[src/sv/touch_key_peak_detector_macros.svh]
// Assertion macros shared by the touch key peak detector RTL.
`ifndef TOUCH_KEY_PEAK_DETECTOR_MACROS_SVH
`define TOUCH_KEY_PEAK_DETECTOR_MACROS_SVH

// Same-cycle implication, disabled while reset is asserted.
`define TKPD_ASSERT_NOW(label, clk, rstn, ante, cons, msg) \
    label: assert property (@(posedge clk) disable iff (!(rstn)) (ante) |-> (cons)) \
        else $error(msg);

// Next-cycle implication, disabled while reset is asserted.
`define TKPD_ASSERT_NEXT(label, clk, rstn, ante, cons, msg) \
    label: assert property (@(posedge clk) disable iff (!(rstn)) (ante) |=> (cons)) \
        else $error(msg);

`endif

[src/sv/tkpd_pkg.sv]
// Shared types and constants for the touch key peak detector.
package tkpd_pkg;

    localparam int NCH                 = 4;
    localparam int SAMPLE_W            = 8;
    localparam int KEY_W               = 3;
    localparam int CFG_IDX_W           = 3;
    localparam int ROUNDS_LOG2_DEFAULT = 3;

    typedef logic [SAMPLE_W-1:0]          byte_t;
    typedef logic [NCH-1:0][SAMPLE_W-1:0] chan_array_t;
    typedef logic [KEY_W-1:0]             key_t;
    typedef logic [CFG_IDX_W-1:0]         cfg_idx_t;

    typedef enum logic [CFG_IDX_W-1:0] {
        REG_OFFSET_CH0      = 3'd0,
        REG_OFFSET_CH1      = 3'd1,
        REG_OFFSET_CH2      = 3'd2,
        REG_OFFSET_CH3      = 3'd3,
        REG_PRESS_THRESHOLD = 3'd4,
        REG_RIVAL_THRESHOLD = 3'd5
    } cfg_reg_t;

    typedef struct packed {
        byte_t press;
        byte_t rival;
    } thr_t;

    localparam key_t KEY_NONE = 3'd0;

    localparam byte_t OFFSET_CH0_RST = 8'd1;
    localparam byte_t OFFSET_CH1_RST = 8'd3;
    localparam byte_t OFFSET_CH2_RST = 8'd4;
    localparam byte_t OFFSET_CH3_RST = 8'd0;
    localparam byte_t PRESS_THR_RST  = 8'd8;
    localparam byte_t RIVAL_THR_RST  = 8'd8;

endpackage

[src/sv/tkpd_chan.sv]
// One touch channel: round accumulator, held peak and corrected difference.
module tkpd_chan #(
    parameter int ROUNDS_LOG2 = tkpd_pkg::ROUNDS_LOG2_DEFAULT
) (
    input  logic          aclk,
    input  logic          aresetn,
    input  logic          step,
    input  logic          last,
    input  tkpd_pkg::byte_t sample,
    input  tkpd_pkg::byte_t offset,
    output tkpd_pkg::byte_t diff
);
    import tkpd_pkg::*;

    localparam int SUM_W = SAMPLE_W + ROUNDS_LOG2;

    logic [SUM_W-1:0] sum_reg;
    logic [SUM_W-1:0] sum_next;
    logic [SUM_W-1:0] sum_total;
    byte_t            peak_reg;
    byte_t            peak_next;
    byte_t            avg;
    byte_t            diff_raw;

    assign sum_total = sum_reg + SUM_W'(sample);
    assign avg       = sum_total[SUM_W-1 -: SAMPLE_W];

    always_comb begin
        diff_raw = (avg > peak_reg) ? '0 : byte_t'(peak_reg - avg);
        diff     = (diff_raw > offset) ? byte_t'(diff_raw - offset) : diff_raw;
    end

    always_comb begin
        sum_next  = sum_reg;
        peak_next = peak_reg;
        if (step) begin
            if (last) begin
                sum_next = '0;
                if (avg > peak_reg) begin
                    peak_next = avg;
                end
            end else begin
                sum_next = sum_total;
            end
        end
    end

    always_ff @(posedge aclk) begin
        if (!aresetn) begin
            sum_reg  <= '0;
            peak_reg <= '0;
        end else begin
            sum_reg  <= sum_next;
            peak_reg <= peak_next;
        end
    end

endmodule

[src/sv/tkpd_key_sel.sv]
// Key decision: strongest channel against press and rival thresholds.
module tkpd_key_sel (
    input  tkpd_pkg::chan_array_t diffs,
    input  tkpd_pkg::thr_t        thr,
    output tkpd_pkg::key_t        key_code
);
    import tkpd_pkg::*;

    byte_t                best;
    byte_t                second;
    logic [1:0]           best_idx;

    // Last maximum wins ties, so scan upward with >=.
    always_comb begin
        best     = diffs[0];
        best_idx = 2'd0;
        for (int i = 1; i < NCH; i++) begin
            if (diffs[i] >= best) begin
                best     = diffs[i];
                best_idx = 2'(i);
            end
        end
    end

    // Largest of the remaining channels; zero start is safe for unsigned.
    always_comb begin
        second = '0;
        for (int j = 0; j < NCH; j++) begin
            if (2'(j) != best_idx && diffs[j] > second) begin
                second = diffs[j];
            end
        end
    end

    always_comb begin
        if (best > thr.press && second < thr.rival) begin
            key_code = key_t'(best_idx) + key_t'(1);
        end else begin
            key_code = KEY_NONE;
        end
    end

endmodule

[src/sv/touch_key_peak_detector.sv]
// Touch key peak detector top level: input stage, four channels, key result register.
//
// Each transaction on the s_ channel carries one round of four 8-bit touch
// samples. Rounds are summed per channel in groups of 2**ROUNDS_LOG2 (8 by
// default); on the closing round of a group the sums are averaged by a right
// shift, compared against a per-channel peak that only ever rises (zero after
// reset), and turned into peak-minus-average differences, each reduced by its
// channel offset when it exceeds it. That closing round alone produces one
// m_ transaction: the four differences and a key code (0 = no key, else the
// winning channel index plus one; ties go to the higher channel). The block
// takes one round per clock unless the result register stalls it: a round sits in
// the input register while the channels work on it, and on a closing round the
// result register loads the channel outputs, which it then presents on m_.
// Only the result register can stall the flow: while
// it holds an untaken result, a closing round waits in the input register and
// s_ready drops; non-closing rounds keep moving. Configuration writes through
// cfg_* are always accepted (cfg_ready is tied high); indexes past the last
// register are dropped. Write configuration only while the block is idle.
module touch_key_peak_detector #(
    parameter int ROUNDS_LOG2 = tkpd_pkg::ROUNDS_LOG2_DEFAULT
) (
    input  logic               aclk,
    input  logic               aresetn,
    // sample rounds
    input  logic               s_valid,
    output logic               s_ready,
    input  tkpd_pkg::byte_t    s_sample_ch0,
    input  tkpd_pkg::byte_t    s_sample_ch1,
    input  tkpd_pkg::byte_t    s_sample_ch2,
    input  tkpd_pkg::byte_t    s_sample_ch3,
    // results
    output logic               m_valid,
    input  logic               m_ready,
    output tkpd_pkg::key_t     m_key_code,
    output tkpd_pkg::byte_t    m_diff_ch0,
    output tkpd_pkg::byte_t    m_diff_ch1,
    output tkpd_pkg::byte_t    m_diff_ch2,
    output tkpd_pkg::byte_t    m_diff_ch3,
    // configuration writes
    input  logic               cfg_valid,
    output logic               cfg_ready,
    input  tkpd_pkg::cfg_idx_t cfg_index,
    input  tkpd_pkg::byte_t    cfg_data
);
    import tkpd_pkg::*;

    `include "touch_key_peak_detector_macros.svh"

    localparam logic [ROUNDS_LOG2-1:0] LAST_ROUND = '1;

    // ---------------- configuration registers ----------------
    chan_array_t offset_reg;
    thr_t        thr_reg;

    assign cfg_ready = 1'b1;

    always_ff @(posedge aclk) begin
        if (!aresetn) begin
            offset_reg[0] <= OFFSET_CH0_RST;
            offset_reg[1] <= OFFSET_CH1_RST;
            offset_reg[2] <= OFFSET_CH2_RST;
            offset_reg[3] <= OFFSET_CH3_RST;
            thr_reg.press <= PRESS_THR_RST;
            thr_reg.rival <= RIVAL_THR_RST;
        end else if (cfg_valid && cfg_ready) begin
            case (cfg_index)
                REG_OFFSET_CH0:      offset_reg[0] <= cfg_data;
                REG_OFFSET_CH1:      offset_reg[1] <= cfg_data;
                REG_OFFSET_CH2:      offset_reg[2] <= cfg_data;
                REG_OFFSET_CH3:      offset_reg[3] <= cfg_data;
                REG_PRESS_THRESHOLD: thr_reg.press <= cfg_data;
                REG_RIVAL_THRESHOLD: thr_reg.rival <= cfg_data;
                default: ;  // unknown index, write dropped
            endcase
        end
    end

    // ---------------- input stage ----------------
    // Round counter runs at s_ acceptance; the stage carries a closing flag.
    logic                   s_fire;
    logic                   s1_go;
    logic                   s1_valid_reg;
    logic                   s1_last_reg;
    chan_array_t            s1_sample_reg;
    logic [ROUNDS_LOG2-1:0] round_cnt_reg;
    logic                   m_valid_reg;

    // A closing round may move on only if the result register is free.
    assign s1_go   = s1_valid_reg && (!s1_last_reg || !m_valid_reg || m_ready);
    assign s_ready = !s1_valid_reg || s1_go;
    assign s_fire  = s_valid && s_ready;

    always_ff @(posedge aclk) begin
        if (!aresetn) begin
            s1_valid_reg  <= 1'b0;
            s1_last_reg   <= 1'b0;
            round_cnt_reg <= '0;
        end else if (s_fire) begin
            s1_valid_reg  <= 1'b1;
            s1_last_reg   <= (round_cnt_reg == LAST_ROUND);
            round_cnt_reg <= round_cnt_reg + 1'b1;  // wraps after the last round
        end else if (s1_go) begin
            s1_valid_reg  <= 1'b0;
        end
    end

    always_ff @(posedge aclk) begin
        if (s_fire) begin
            s1_sample_reg[0] <= s_sample_ch0;
            s1_sample_reg[1] <= s_sample_ch1;
            s1_sample_reg[2] <= s_sample_ch2;
            s1_sample_reg[3] <= s_sample_ch3;
        end
    end

    // ---------------- channels ----------------
    chan_array_t diffs;
    key_t        key_code;

    for (genvar c = 0; c < NCH; c++) begin : g_chan
        tkpd_chan #(
            .ROUNDS_LOG2 (ROUNDS_LOG2)
        ) u_chan (
            .aclk    (aclk),
            .aresetn (aresetn),
            .step    (s1_go),
            .last    (s1_last_reg),
            .sample  (s1_sample_reg[c]),
            .offset  (offset_reg[c]),
            .diff    (diffs[c])
        );
    end

    tkpd_key_sel u_key_sel (
        .diffs    (diffs),
        .thr      (thr_reg),
        .key_code (key_code)
    );

    // ---------------- result register ----------------
    key_t        m_key_reg;
    chan_array_t m_diff_reg;

    always_ff @(posedge aclk) begin
        if (!aresetn) begin
            m_valid_reg <= 1'b0;
        end else if (s1_go && s1_last_reg) begin
            m_valid_reg <= 1'b1;
        end else if (m_ready) begin
            m_valid_reg <= 1'b0;
        end
    end

    always_ff @(posedge aclk) begin
        if (s1_go && s1_last_reg) begin
            m_key_reg  <= key_code;
            m_diff_reg <= diffs;
        end
    end

    assign m_valid    = m_valid_reg;
    assign m_key_code = m_key_reg;
    assign m_diff_ch0 = m_diff_reg[0];
    assign m_diff_ch1 = m_diff_reg[1];
    assign m_diff_ch2 = m_diff_reg[2];
    assign m_diff_ch3 = m_diff_reg[3];

    // ---------------- assertions ----------------
    `TKPD_ASSERT_NEXT(a_close_gives_result, aclk, aresetn, s1_go && s1_last_reg, m_valid_reg, "closing round did not load a result")
    `TKPD_ASSERT_NOW(a_stall_only_on_full, aclk, aresetn, !s_ready, s1_valid_reg && s1_last_reg && m_valid_reg && !m_ready, "input stalled without a waiting result")
    `TKPD_ASSERT_NEXT(a_count_wraps, aclk, aresetn, s_fire && round_cnt_reg == LAST_ROUND, round_cnt_reg == '0 && s1_last_reg, "round counter did not wrap on closing round")
    `TKPD_ASSERT_NOW(a_key_ch0_pressed, aclk, aresetn, m_valid_reg && m_key_reg == 3'd1, m_diff_reg[0] > thr_reg.press, "key 1 reported below press threshold")

endmodule

[config.mk]
export PLATFORM = sky130hd
export DESIGN_NAME = touch_key_peak_detector
export DESIGN_NICKNAME = d
export VERILOG_FILES = /design/src/sv/tkpd_pkg.sv /design/src/sv/tkpd_chan.sv /design/src/sv/tkpd_key_sel.sv /design/src/sv/touch_key_peak_detector.sv
export VERILOG_INCLUDE_DIRS = /design/src /design/src/sv
export SDC_FILE = /design/constraint.sdc
export NUM_CORES = 1
export LEC_CHECK = 0
export ABC_AREA = 1
export BUFFER_PORTS_ARGS = -buffer_cell sky130_fd_sc_hd__buf_2
export CAP_MARGIN = 10
export CORE_ASPECT_RATIO = 1.25
export CORE_MARGIN = 5
export CORE_UTILIZATION = 50
export CTS_BUF_LIST = sky130_fd_sc_hd__clkbuf_8
export CTS_CLUSTER_DIAMETER = 80
export DETAILED_ROUTE_END_ITERATION = 10
export PLACE_DENSITY = 0.7
export SLEW_MARGIN = 10
export SYNTH_ARGS = -nofsm -noshare
export SYNTH_HDL_FRONTEND = slang
export SYNTH_SLANG_ARGS = --single-unit
export TNS_END_PERCENT = 100
[constraint.sdc]
create_clock -name aclk -period 13.1 [get_ports aclk]
set_clock_uncertainty 0.1 [all_clocks]
set_input_delay 2.62 -clock aclk [delete_from_list [all_inputs] [get_ports aclk]]
set_output_delay 2.62 -clock aclk [all_outputs]
set_load 0.02 [all_outputs]
==> impl_metrics.csv <==
group,metric,value,unit
clocking,clk_pin_slew,110,ps
sta,setup_viol_count_final,0,
synthesis,netlist-cell-type-count,59,
final_layout,area.growth.synth_to_final,25.8,%
synthesis,synth_area_leader_cell,"dfxtp_1",
clocking,numCtsBuffers,17,
sta,fin_crit_sh,98.1,%
detailed_routing,met2_length,17.1,mm
die,placementRows,67,
job,timing.max_cap.violations,0,
sta,max_clock_freq,77.9,MHz
synthesis,syn_inst,1793,
placement,place_hpwl,24.5,mm
critical_path,crit_path_end_kind,"flop",
sta,final-hold-violation-count,0,
sta,tightest_slew,838,ps
critical_path,r2r_cells,95,
synthesis,asyncSetResetFlopFracSynth,0,%
clocking,cts_max_level,4,
min_path,hp-class,"reg2reg",
min_path,hold_path_depth,2,
global_route,global_route.overflow_total,0,
clocking,numClockSinks,197,
synthesis,syn_area_per_cell,7.51,sq um
critical_path,data_arrival_time_of_the_critical_path,13110,ps
detailed_routing,dr_total_vias,12300,
clocking,cts_root_buf,"clkbuf_8",
synthesis,synth.yosys.seq_area_share,34.3,%
sta,setup_total_negative_slack,0,ps
final_layout,diodes,0,
global_route,antenna_violations_before_repair,0,
final_layout,post_route_cells_drive_above_1_share,26.2,%
placement,post_dp_cell_area,0.0149,sq mm
critical_path,critical_path_required_time,13360,ps
placement,place.gp.congestion,0.917,
clocking,cts_tree,"done",
detailed_routing,antenna_violating_nets_post_route,0,
global_route,grt_max_degree,80,
detailed_routing,routedLengthMet1,14.5,mm
detailed_routing,first_iter_violations,594,
final_layout,n_fill_cell,2352,
synthesis,yosys-top-cells-count,"nand2_1 (388), inv_1 (270), a21oi_1 (202), ha_1 (158)",
die,io_pins,86,
die,die_h,193,um
sta,report.final.slew_viol_count,0,
synthesis,synth_edf_count,67,
sta,rsz_0062_raised_after_global_routing,"yes",
critical_path,critical_path.top_delay_family,"simple AND/OR/NAND/NOR gates",
critical_path,timing.critical_path.slowest_stage_cell,"edfxtp_1",
synthesis,netlist.area_leader.share,19.3,%
detailed_routing,wirelength,33.9,mm
synthesis,syn-num-nets,2010,
synthesis,yosys_most_used_dff,"dfxtp_1",
placement,buffer_ports.inserted,84,
final_layout,largest_reg_flops,44,
clocking,cts_buffer_depth,2,
final_layout,layout.nets,2226,
synthesis,synth_seq_cells,197,
critical_path,cp_launch_type,"flop",
global_route,grt.total_usage,20.9,%
global_route,number_of_global_route_vias_before_repair,11500,
critical_path,worst-path-stages,95,
detailed_routing,dr_wl_met3,1.21,mm
run_status,status,"finished, final reports clean",
critical_path,path_buf_inv,17,
sta,timing.max_slew.rel_slack,44.0,%
critical_path,critical_path_class,"reg2reg",
synthesis,synth.top_cells.by_area,"dfxtp_1 (19%), edfxtp_1 (15%), ha_1 (15%)",
critical_path,cp_common_cell,"nand2_1",
synthesis,cell_with_the_most_instances_after_synthesis,"nand2_1",
synthesis,synthesis.area,0.0135,sq mm
detailed_routing,route.top_layer_used,"met4",
die,core,0.0267,sq mm
sta,post-route-min-period,12840,ps
detailed_routing,first_pass_iters,5,
final_layout,stdcell_area,0.0169,sq mm
critical_path,timing.critical_path.fanout_max,8,
global_route,global_route_wire_length_before_repair,52.7,mm
synthesis,ys_warn_count,0,
detailed_routing,detail_route.wl_per_cell,14.3,um
critical_path,biggest_cell_delay_along_the_critical_path,360,ps
detailed_routing,drt_drc_violations_left,0,
die,chipWidth,157,um
die,die_area,0.0303,sq mm
die,floorplan.initialDensity,50.5,%
clocking,clock_insertion_delay_worst_skew,490,ps
detailed_routing,vias_per_inst,5.21,
## placed cells by master (no fill, tap or decap), types with 5 or more instances in the layout
cell	synthesis	routed
clkbuf_8	0	17
buf_2	1	84
a21oi_2	0	22
nor2_2	1	9
buf_6	1	13
xnor2_1	9	7
nand4_1	11	11
nand3_1	84	71
nor2_4	1	6
nand2_4	2	19
fa_1	11	9
o21ai_1	8	13
xor2_1	37	33
edfxtp_1	67	67
o211ai_1	10	10
xor2_2	1	5
nand3_2	7	16
nor3_1	14	8
dfxtp_1	130	129
nand2_2	20	46
o21ai_0	130	103
inv_1	270	245
nor2_1	114	101
inv_2	3	26
ha_1	158	121
buf_4	2	133
ha_4	0	33
a21oi_1	202	178
o21ai_4	0	5
clkinv_4	0	5
nand2_1	388	347
o21bai_1	9	9
o21ai_2	2	19
or2_2	12	9
## path summary, 6_finish.rpt
| kind | start | to | slack, ps |
|---|---|---|---|
| max | s1_sample_reg[8]$_DFFE_PP_ | m_key_code[1]$_SDFFCE_PN0P_ | 260 |
| min | offset_reg[29]$_SDFFE_PN0P_ | offset_reg[29]$_SDFFE_PN0P_ | 370 |
| max reg2reg | s1_sample_reg[8]$_DFFE_PP_ | m_key_code[1]$_SDFFCE_PN0P_ | 260 |
| min reg2reg | offset_reg[29]$_SDFFE_PN0P_ | offset_reg[29]$_SDFFE_PN0P_ | 370 |
## area by class of cell
type | instances | area (sq um) | share of cell area (%)
Multi-Input combinational cell | 1283 | 8840 | 52.2
Sequential cell | 197 | 4620 | 27.2
Timing Repair Buffer | 234 | 1640 | 9.68
Inverter | 276 | 1060 | 6.23
Tap cell | 345 | 432 | 2.55
Clock buffer | 17 | 234 | 1.38
Clock inverter | 15 | 124 | 0.731
## cell families (layout without fill, tap and decap cells)
| group | after synthesis | in the layout | synth area share [%] |
|---|---|---|---|
| xor+xnor | 47 | 47 | 3.11 |
| fa+ha+maj | 170 | 170 | 16.4 |
| mux | 2 | 2 | 0.149 |
| buf+inv | 315 | 542 | 8.90 |
| compound gates | 385 | 385 | 15.4 |
| other cells | 1 | 1 | 0.0279 |
| flops | 197 | 197 | 34.3 |
| simple gates | 676 | 678 | 21.8 |
## worst reg2reg max path: cells and delay by family (launching register included)
kind,cells,cell delay (ps)
adders and majority gates,12,3160
buffers and inverters,17,1860
DFF,1,360
xor gates and xnor gates,1,80
and+or+nand+nor,42,4030
AOI/OAI and AO/OA,23,3080
## repair_timing
action                                  4_1_cts  5_1_grt
endpoints found under the setup margin        3        3
resized for setup                            40      266
pin swaps                                    16      127
gates cloned                                  1        4
hold buffers                                  0        0
buffers inserted                             10       36
## layer usage
layer / vias to the layer above / GRT usage (%)
met2: 212 / 36.3
met5: - / 0
met4: 0 / 8.10
met1: 5696 / 25.9
met3: 74 / 2.91
li1: 6341 / -
## through the flow
stage	setup WS, ps	instances	hold WS, ps	utilization [%]
6_report	255	2367	367	63.5
5_1_grt	-526	2367	386	63.5
4_1_cts	1.17	2327	371	58.2
3_5_place_dp	-498	2284	354	56.0
3_3_place_gp	-149	2284	347	56.0
2_1_floorplan	51.8	1793	328	-
Power is not shown: default switching activity piles up to over one toggle a cycle in this logic, so the estimate is an artifact.
